**src/hdl/h264fu_pkg.sv**
```systemverilog
// Shared types and constants for the H.264 RTP FU-A packetizer.
package h264fu_pkg;

	// Configuration register indexes
	localparam logic REG_MAX_PAYLOAD = 1'b0;
	localparam logic REG_TS_STEP     = 1'b1;

	localparam logic [11:0] MAX_PAYLOAD_RESET = 12'd1400;
	localparam logic [16:0] TS_STEP_RESET     = 17'd3600;

	// NAL header and FU-A byte fields
	localparam logic [7:0] NAL_TYPE_MASK = 8'h1F;
	localparam logic [7:0] NAL_NRI_MASK  = 8'h60;
	localparam logic [7:0] FU_A_TYPE     = 8'd28;
	localparam logic [7:0] FU_START_BIT  = 8'h80;
	localparam logic [7:0] FU_END_BIT    = 8'h40;
	localparam logic [7:0] NAL_TYPE_SPS  = 8'd7;
	localparam logic [7:0] NAL_TYPE_PPS  = 8'd8;

	// Most results per input item
	localparam int unsigned RES_MAX = 3;

	// One result byte with its flags
	typedef struct packed {
		logic [7:0] out_byte;
		logic       packet_first;
		logic       packet_last;
		logic       run_last;
	} res_t;

	// Result set handed from the step logic to the output buffer
	typedef struct packed {
		logic                  valid;
		logic [1:0]            count;
		res_t [RES_MAX-1:0]    ent;
		logic [15:0]           seq;
		logic [31:0]           stamp;
	} load_t;

endpackage

```
**src/hdl/h264fu_out_buf.sv**
```systemverilog
// Three-entry result buffer that serializes one input's results onto the output stream.
module h264fu_out_buf
	import h264fu_pkg::*;
(
	input  logic        clk,
	input  logic        arst_n,
	input  load_t       ld,
	output logic        room,
	output logic [1:0]  level,
	output logic        m_tvalid,
	input  logic        m_tready,
	output logic [55:0] m_tdata,   // out_byte[7:0], seq_number[23:8], time_value[55:24]
	output logic [1:0]  m_tuser,   // packet_first[0], run_last[1]
	output logic        m_tlast
);

	logic [1:0]             cnt_q;
	res_t [RES_MAX-1:0]     ent_q;
	logic [15:0]            seq_q;
	logic [31:0]            stamp_q;
	logic                   pop;

	assign pop      = m_tvalid && m_tready;
	assign m_tvalid = (cnt_q != 2'd0);
	assign level    = cnt_q;
	// New set may load once the last held result leaves this cycle
	assign room     = (cnt_q == 2'd0) || ((cnt_q == 2'd1) && m_tready);

	assign m_tdata  = {stamp_q, seq_q, ent_q[0].out_byte};
	assign m_tuser  = {ent_q[0].run_last, ent_q[0].packet_first};
	assign m_tlast  = ent_q[0].packet_last;

	// Track how many results are held
	always_ff @(posedge clk or negedge arst_n) begin
		if (!arst_n) begin
			cnt_q <= 2'd0;
		end else if (ld.valid) begin
			cnt_q <= ld.count;
		end else if (pop) begin
			cnt_q <= cnt_q - 2'd1;
		end
	end

	// Load a new set, or advance the queue by one on each transfer
	always_ff @(posedge clk) begin
		if (ld.valid) begin
			ent_q   <= ld.ent;
			seq_q   <= ld.seq;
			stamp_q <= ld.stamp;
		end else if (pop) begin
			ent_q[0] <= ent_q[1];
			ent_q[1] <= ent_q[2];
		end
	end

endmodule

```
**src/hdl/h264_rtp_fu_a_packetizer_unit.sv**
```systemverilog
// H.264 RTP packetizer with FU-A fragmentation: NAL bytes in, RTP payload bytes out.
// A result is presented in the cycle after the input transfer that causes it.
// Throughput: one input per cycle while each gives one result and the output is ready;
// the byte that opens an FU-A fragment gives three results and holds the input until
// the last of them leaves. The three-entry output buffer sets the rate. Reset clears all
// packet state and counters and loads max_payload with 1400 and timestamp_step with 3600.
module h264_rtp_fu_a_packetizer_unit
	import h264fu_pkg::*;
(
	input  logic        clk,
	input  logic        arst_n,
	input  logic        cfg_wr_en,
	input  logic        cfg_addr,
	input  logic [16:0] cfg_data,
	input  logic        s_tvalid,
	output logic        s_tready,
	input  logic [23:0] s_tdata,   // nal_byte[7:0], nal_length[23:8]
	input  logic        s_tuser,   // nal_first
	output logic        m_tvalid,
	input  logic        m_tready,
	output logic [55:0] m_tdata,   // out_byte[7:0], seq_number[23:8], time_value[55:24]
	output logic [1:0]  m_tuser,   // packet_first[0], run_last[1]
	output logic        m_tlast    // packet_last
);

	logic [11:0] max_payload_q;
	logic [16:0] ts_step_q;
	logic [7:0]  header_q;
	logic [15:0] bytes_left_q;
	logic [11:0] frag_fill_q;
	logic        frag_mode_q;
	logic        first_chunk_q;
	logic [15:0] seq_q;
	logic [31:0] stamp_q;

	logic [7:0]  header_d;
	logic [15:0] bytes_left_d;
	logic [11:0] frag_fill_d;
	logic        frag_mode_d;
	logic        first_chunk_d;
	logic [15:0] seq_d;
	logic [31:0] stamp_d;

	logic [7:0]  nal_byte;
	logic [15:0] nal_length;
	logic        nal_first;
	logic        accept;
	logic        room;
	logic [1:0]  level;
	logic [11:0] maxp;
	logic [12:0] fill1;
	logic        last;
	logic [7:0]  fu_hdr;
	logic [7:0]  hdr_type;
	logic        keep_stamp;
	logic [31:0] stamp_adv;
	logic [1:0]  n;
	load_t       ld;

	assign nal_byte   = s_tdata[7:0];
	assign nal_length = s_tdata[23:8];
	assign nal_first  = s_tuser;
	assign s_tready   = room;
	assign accept     = s_tvalid && s_tready;

	// Zero payload size acts as one
	assign maxp      = (max_payload_q == 12'd0) ? 12'd1 : max_payload_q;
	assign fill1     = {1'b0, frag_fill_q} + 13'd1;
	assign stamp_adv = stamp_q + {15'd0, ts_step_q};

	// Work out the results and next state for one input byte
	always_comb begin
		header_d      = header_q;
		bytes_left_d  = bytes_left_q;
		frag_fill_d   = frag_fill_q;
		frag_mode_d   = frag_mode_q;
		first_chunk_d = first_chunk_q;
		seq_d         = seq_q;
		stamp_d       = stamp_q;
		n             = 2'd0;
		ld            = '0;
		last          = 1'b0;
		fu_hdr        = 8'd0;
		hdr_type      = 8'd0;
		keep_stamp    = 1'b0;

		if (nal_first) begin
			bytes_left_d  = 16'd0;
			frag_mode_d   = 1'b0;
			frag_fill_d   = 12'd0;
			first_chunk_d = 1'b0;
			if (nal_length != 16'd0) begin
				header_d = nal_byte;
				if (nal_length <= {4'd0, maxp}) begin
					// Whole NAL in one packet
					last = (nal_length == 16'd1);
					n = 2'd1;
					ld.ent[0] = '{out_byte: nal_byte, packet_first: 1'b1,
						packet_last: last, run_last: 1'b1};
					if (last) begin
						hdr_type   = nal_byte & NAL_TYPE_MASK;
						keep_stamp = (hdr_type == NAL_TYPE_SPS) || (hdr_type == NAL_TYPE_PPS);
						seq_d      = seq_q + 16'd1;
						if (!keep_stamp) begin
							stamp_d = stamp_adv;
						end
					end else begin
						bytes_left_d = nal_length - 16'd1;
					end
				end else begin
					// Drop the header byte and open fragmentation
					frag_mode_d   = 1'b1;
					first_chunk_d = 1'b1;
					bytes_left_d  = nal_length - 16'd1;
				end
			end
		end else if (bytes_left_q == 16'd0) begin
			// Stray byte: nothing open
			n = 2'd0;
		end else if (!frag_mode_q) begin
			last = (bytes_left_q == 16'd1);
			n = 2'd1;
			ld.ent[0] = '{out_byte: nal_byte, packet_first: 1'b0,
				packet_last: last, run_last: 1'b1};
			bytes_left_d = bytes_left_q - 16'd1;
			if (last) begin
				hdr_type   = header_q & NAL_TYPE_MASK;
				keep_stamp = (hdr_type == NAL_TYPE_SPS) || (hdr_type == NAL_TYPE_PPS);
				seq_d      = seq_q + 16'd1;
				if (!keep_stamp) begin
					stamp_d = stamp_adv;
				end
			end
		end else begin
			last = (fill1 >= {1'b0, maxp}) || (bytes_left_q == 16'd1);
			if (frag_fill_q == 12'd0) begin
				// Prefix the chunk with FU indicator and FU header
				fu_hdr = header_q & NAL_TYPE_MASK;
				if (first_chunk_q) begin
					fu_hdr = fu_hdr | FU_START_BIT;
				end
				if (bytes_left_q <= {4'd0, maxp}) begin
					fu_hdr = fu_hdr | FU_END_BIT;
				end
				n = 2'd3;
				ld.ent[0] = '{out_byte: (header_q & NAL_NRI_MASK) | FU_A_TYPE,
					packet_first: 1'b1, packet_last: 1'b0, run_last: 1'b0};
				ld.ent[1] = '{out_byte: fu_hdr, packet_first: 1'b0,
					packet_last: 1'b0, run_last: 1'b0};
				ld.ent[2] = '{out_byte: nal_byte, packet_first: 1'b0,
					packet_last: last, run_last: 1'b1};
				first_chunk_d = 1'b0;
			end else begin
				n = 2'd1;
				ld.ent[0] = '{out_byte: nal_byte, packet_first: 1'b0,
					packet_last: last, run_last: 1'b1};
			end
			bytes_left_d = bytes_left_q - 16'd1;
			frag_fill_d  = last ? 12'd0 : fill1[11:0];
			if (last) begin
				seq_d = seq_q + 16'd1;
			end
			if (bytes_left_q == 16'd1) begin
				frag_mode_d = 1'b0;
				frag_fill_d = 12'd0;
				stamp_d     = stamp_adv;
			end
		end

		ld.valid = accept && (n != 2'd0);
		ld.count = n;
		ld.seq   = seq_q;
		ld.stamp = stamp_q;
	end

	// Hold configuration registers
	always_ff @(posedge clk or negedge arst_n) begin
		if (!arst_n) begin
			max_payload_q <= MAX_PAYLOAD_RESET;
			ts_step_q     <= TS_STEP_RESET;
		end else if (cfg_wr_en) begin
			if (cfg_addr == REG_MAX_PAYLOAD) begin
				max_payload_q <= cfg_data[11:0];
			end else begin
				ts_step_q <= cfg_data;
			end
		end
	end

	// Advance packet state on each input transfer
	always_ff @(posedge clk or negedge arst_n) begin
		if (!arst_n) begin
			header_q      <= 8'd0;
			bytes_left_q  <= 16'd0;
			frag_fill_q   <= 12'd0;
			frag_mode_q   <= 1'b0;
			first_chunk_q <= 1'b0;
			seq_q         <= 16'd0;
			stamp_q       <= 32'd0;
		end else if (accept) begin
			header_q      <= header_d;
			bytes_left_q  <= bytes_left_d;
			frag_fill_q   <= frag_fill_d;
			frag_mode_q   <= frag_mode_d;
			first_chunk_q <= first_chunk_d;
			seq_q         <= seq_d;
			stamp_q       <= stamp_d;
		end
	end

	h264fu_out_buf u_out_buf (
		.clk      (clk),
		.arst_n   (arst_n),
		.ld       (ld),
		.room     (room),
		.level    (level),
		.m_tvalid (m_tvalid),
		.m_tready (m_tready),
		.m_tdata  (m_tdata),
		.m_tuser  (m_tuser),
		.m_tlast  (m_tlast)
	);

	// Input transfer only when the buffer is empty or draining its last result
	a_accept_room: assert property (@(posedge clk) disable iff (!arst_n)
		accept |-> ((level == 2'd0) || ((level == 2'd1) && m_tvalid && m_tready)))
		else $error("input transfer while results still pending");

	// Fragment fill stays clear outside fragmentation
	a_fill_idle: assert property (@(posedge clk) disable iff (!arst_n)
		!frag_mode_q |-> (frag_fill_q == 12'd0))
		else $error("fragment fill set outside fragmentation");

	// An open fragmented NAL always has bytes left
	a_frag_open: assert property (@(posedge clk) disable iff (!arst_n)
		frag_mode_q |-> (bytes_left_q != 16'd0))
		else $error("fragmentation open with no bytes left");

endmodule

```
**config.mk**
```make
export PLATFORM = sky130hd
export DESIGN_NAME = h264_rtp_fu_a_packetizer_unit
export DESIGN_NICKNAME = d
export VERILOG_FILES = /design/src/hdl/h264fu_pkg.sv /design/src/hdl/h264fu_out_buf.sv /design/src/hdl/h264_rtp_fu_a_packetizer_unit.sv
export SDC_FILE = /design/constraint.sdc
export NUM_CORES = 1
export LEC_CHECK = 0
export BUFFER_PORTS_ARGS = -buffer_cell sky130_fd_sc_hd__buf_2
export CORE_AREA = 5 5 155 157
export CTS_CLUSTER_DIAMETER = 120
export DETAILED_ROUTE_END_ITERATION = 6
export DIE_AREA = 0 0 160 162
export PLACE_DENSITY = 0.62
export REMOVE_ABC_BUFFERS = 1
export SLEW_MARGIN = 5
export SYNTH_ARGS = -nofsm -noshare
export SYNTH_HDL_FRONTEND = slang
export SYNTH_HIERARCHICAL = 1
export SYNTH_SLANG_ARGS = --single-unit
```
**constraint.sdc**
```tcl
create_clock -name clk -period 7.8 [get_ports clk]
set_input_delay 1.56 -clock clk [delete_from_list [all_inputs] [get_ports clk]]
set_output_delay 1.56 -clock clk [all_outputs]
set_load 0.01 [all_outputs]
```
Word level (Yosys, flattened, before mapping):

Index checks and enable logic that the tools add are counted.
Widths: inputs -> output; s select.

* input port bits: 48
* register bits: 197
* logic and storage cells: 140
* output and inout bits: 61

* reductions and logical operators: 30
* $add $sub $neg: 6
* bitwise logic cells: 3
* multiplexer cells: 60
* order comparisons: 3
* eq/ne operators: 14

Operators by type and width (count)
* $mux 32: 10
* $mux 16: 13
* $mux 12: 7
* $mux 11: 7
* $mux 22: 3
* $add 32x17->32: 1
* $eq 16x1->1 const B: 2
* $le 16x12->1: 2
* $sub 16x1->16 const B: 2
* $logic_not 12->1: 2
* $add 16x1->16 const B: 1
* $logic_not 16->1: 1
* $reduce_bool 16->1: 1
* $add 12x1->13 const B: 1
* $ge 13x12->1: 1
* $mux 1: 12
* $mux 2: 6
* $reduce_bool 2->1: 6
* $eq 5x3->1 const B: 2
* $eq 5x4->1 const B: 2
* $mux 8: 1
* $reduce_and 8->1: 1
* $mux 7: 1
* $reduce_and 7->1: 1
* 16 further kinds: 30

Depth between registers and ports, before layout:

* depth after elaboration: 9
* depth in mapped cells: 15
* gate-level depth less buffers: 13

Cells and area by module:

The synthesis kept the hierarchy.

Modules (own cells, without submodules)
* h264_rtp_fu_a_packetizer_unit: cells an instance 821, times used 1, sequential area each 2865.2 um2, area each 7618.6 um2
* h264fu_out_buf: cells an instance 134, times used 1, sequential area each 2482.4 um2, area each 2941.6 um2

Worst setup path after synthesis:

Ideal clock, no wire load.

* path type: input -> register
* start point: input port s_tdata[21]
* end point: register u_out_buf/ent_q[11] (netlist name), enable pin
* path buffers: 2
* path slack: 1.963 ns
* cell stages on the path: 9
* data arrival time: 5.485 ns
* required time: 7.448 ns
* library setup time: 0.352 ns
* cells stage by stage: or4_4 or4_1 a21boi_1 nand2b_1 nand2_1 and3_1 buf_6 buf_2 or2_2

RTL lines
* from (decl): line h264_rtp_fu_a_packetizer_unit.sv:17 `input logic [23:0] s_tdata,`
* to (signal assigned): line h264fu_out_buf.sv:47 `ent_q <= ld.ent;`
* to (decl): line h264fu_out_buf.sv:18 `res_t [RES_MAX-1:0] ent_q;`

==> impl_metrics.tcl <==
set metrics [dict create \
    period_share 0.641 \
    grt_max_degree 60 \
    holdCritPathClass "reg -> reg" \
    p_total_mw 3.15 \
    path_cells "buf_2, ha_1, a21oi_1, o21ai_0, a2111oi_0, a21boi_1, nand2b_1, nand2_1, and3_4, buf_4, mux2_2" \
    fin_area_um2 11900 \
    multi_input_comb_area_um2 4890 \
    drt-initial-drc-count 377 \
    cp.required_ns 7.97 \
    dieWidth_um 160 \
    grt_pass1_vias 7507 \
    fmax_mhz 200 \
    final_common_cell "buf_2" \
    synthFlopType "dfrtp_1" \
    syn_area_um2 10600 \
    avgSynthCellArea_um2 11.1 \
    seqCellArea_um2 5350 \
    path_class "in -> reg" \
    cts_tree "built" \
    period_minus_slack_ns 5.00 \
    leakagePower_nw 5.21 \
    die_y_um 162 \
    power.density_nw_per_um2 264 \
    fin_cells 1345 \
    drive_above_1_share 0.211 \
    synth_mux_area_frac 0.0543 \
    cpPeakStageDelay_ns 0.62 \
    peakVddDrop_v 0.000167 \
    fin_skew_ns 0.0136 \
    synth_edf_count 81 \
    place_hpwl_um 17200 \
    start_util 0.472 \
    grt_overflow 0 \
    tightestPinTransition_ns 1.10 \
    antenna_found_initial 0 \
    holdBufCountCts 0 \
    drt_first_pass_iters 6 \
    dp_worst_setup_slack_ns 2.40 \
    max-cap-violations 0 \
    grt_pass1_wl_um 39700 \
    yosysWarnings 6 \
    place_area_um2 11300 \
    cts.reportedPaths.clkPinSlew_ns 0.08 \
    clk_root_buffer_cell "clkbuf_16" \
    nFillCells 1971 \
    start_kind "input pin" \
    wirelength_um 23900 \
    wl_per_cell_um 17.8 \
    ys_seq_elements 197 \
    cts_htree_levels 4 \
    synthSimpleGateAreaFrac 0.154 \
    synth_compound_gate_area_share 0.121 \
    synth.distinct_cells 72 \
    rows 55 \
    cts_sinks 197 \
    whs_ns 0.472 \
    cts_resized 0 \
    core_um2 22400 \
    drcViolationCount 0 \
    clock_tree.buffer_depth 2 \
    antenna_left 0 \
    status "completed" \
    slew_headroom 0.264 \
    fin_nets 1158 \
    ys_seq_area_frac 0.506 \
    fin_tns_setup_ns 0 \
    portBuffers 108 \
    end_kind "flip-flop" \
    final_cell_mix "107 x buf_2, 106 x dfrtp_1, 83 x nand2_1" \
    synth-adder-area-share 0.0754 \
    syn_inst 955 \
    final_util 0.533 \
    grt_usage 0.189 \
    synthXorXnorAreaFrac 0.0539 \
    via_per_inst 5.65 \
    clk_latency_ns 0.43 \
    syn_to_final_growth_pct 12.9 \
    synthArstFlopShare 0.589 \
    synth_top_family_by_area "simple AND/OR/NAND/NOR gates" \
    final_hold_viol_count 0 \
    post_cts_buffers 0 \
    place.gp.congestion 0.868 \
    vias 7603 \
    ios 109 \
    slew_violations 0 \
    path_max_fanout 45 \
    finalSetupViolations 0 \
    timing.final.ws_setup_ns 2.80 \
    place_inst 1313 \
    fp.dieArea_um2 25900 \
    numCtsBuffers 17 \
    crit_slowest_cell "and3_4" \
    rsz0062_at_grt "no" \
    arrival_ns 5.17 \
    diodes 0 \
]
[Yosys cell counts, types with 17 or more instances]
master	n	area share
mux2_2	50	0.053
clkbuf_1	26	0.0092
o21ai_0	65	0.031
nor4_1	27	0.016
nor3_1	27	0.013
and2_1	19	0.011
dfrtp_1	106	0.25
edfxtp_1	81	0.23
nand3_1	17	0.0081
ha_1	62	0.073
nor2_1	35	0.012
inv_1	33	0.012
a21oi_1	40	0.019
xor2_1	51	0.042
nand2_1	83	0.030
[sequential cells by signal, indices dropped and copies added, names as in the netlist]
signal and cells:
frag_mode_q 1, seq_q 16, u_out_buf/stamp_q 32, bytes_left_q 16
max_payload_q 12, first_chunk_q 1, u_out_buf/level 2, header_q 7
u_out_buf/m_tdata 8, u_out_buf/m_tlast 1, stamp_q 32, u_out_buf/m_tuser 2
frag_fill_q 12, u_out_buf/seq_q 16, ts_step_q 17, u_out_buf/ent_q 22
[cell type report]
type,count,share of cell area
Timing Repair Buffer,116,0.0506
Inverter,33,0.0104
Clock inverter,13,0.0127
Clock buffer,19,0.0381
Multi-Input combinational cell,682,0.410
Sequential cell,197,0.448
Tap cell,285,0.0299
[layer usage]
layer	vias up	track usage	wire, um
met4	0	0.0375	246
li1	3703	-	-
met1	3737	0.258	11300
met2	147	0.316	11500
met5	-	0	0
met3	16	0.0370	861
[logic make-up after synthesis]
logic type	Yosys count
flops	197
buf+inv	80
xor+xnor	65
fa+ha+maj	63
mux	51
compound gates	198
simple gates	300
other cells	1
[report_power, final]
| part | internal [mW] | switching [mW] |
|---|---|---|
| Combinational | 0.343 | 0.452 |
| Sequential | 1.29 | 0.164 |
| Clock | 0.452 | 0.440 |
| Total | 2.09 | 1.06 |
[worst paths after layout]
path | slack [ns] | depth (start not counted) | from | endpoint
max | 2.80 | 11 | s_tdata[15] | u_out_buf/m_tuser[1]
min | 0.47 | 1 | seq_q[15] | seq_q[15]
max reg2reg | 3.36 | 13 | frag_fill_q[0] | frag_fill_q[5]
min reg2reg | 0.47 | 1 | seq_q[15] | seq_q[15]
max in group asynchronous | 5.29 | 2 | arst_n | frag_fill_q[10]
min in group asynchronous | 1.21 | 1 | arst_n | ts_step_q[12]
[critical path, delay by kind of cell]
family | cells | cell delay [ns]
AO/OA/AOI/OAI | 4 | 1.08
adder cells (fa/ha/maj) | 1 | 0.33
buffers and inverters | 2 | 0.72
multiplexers | 1 | 0.41
AND/OR/NAND/NOR | 3 | 1.03
Note: power is estimated with default switching activity, not from simulation.
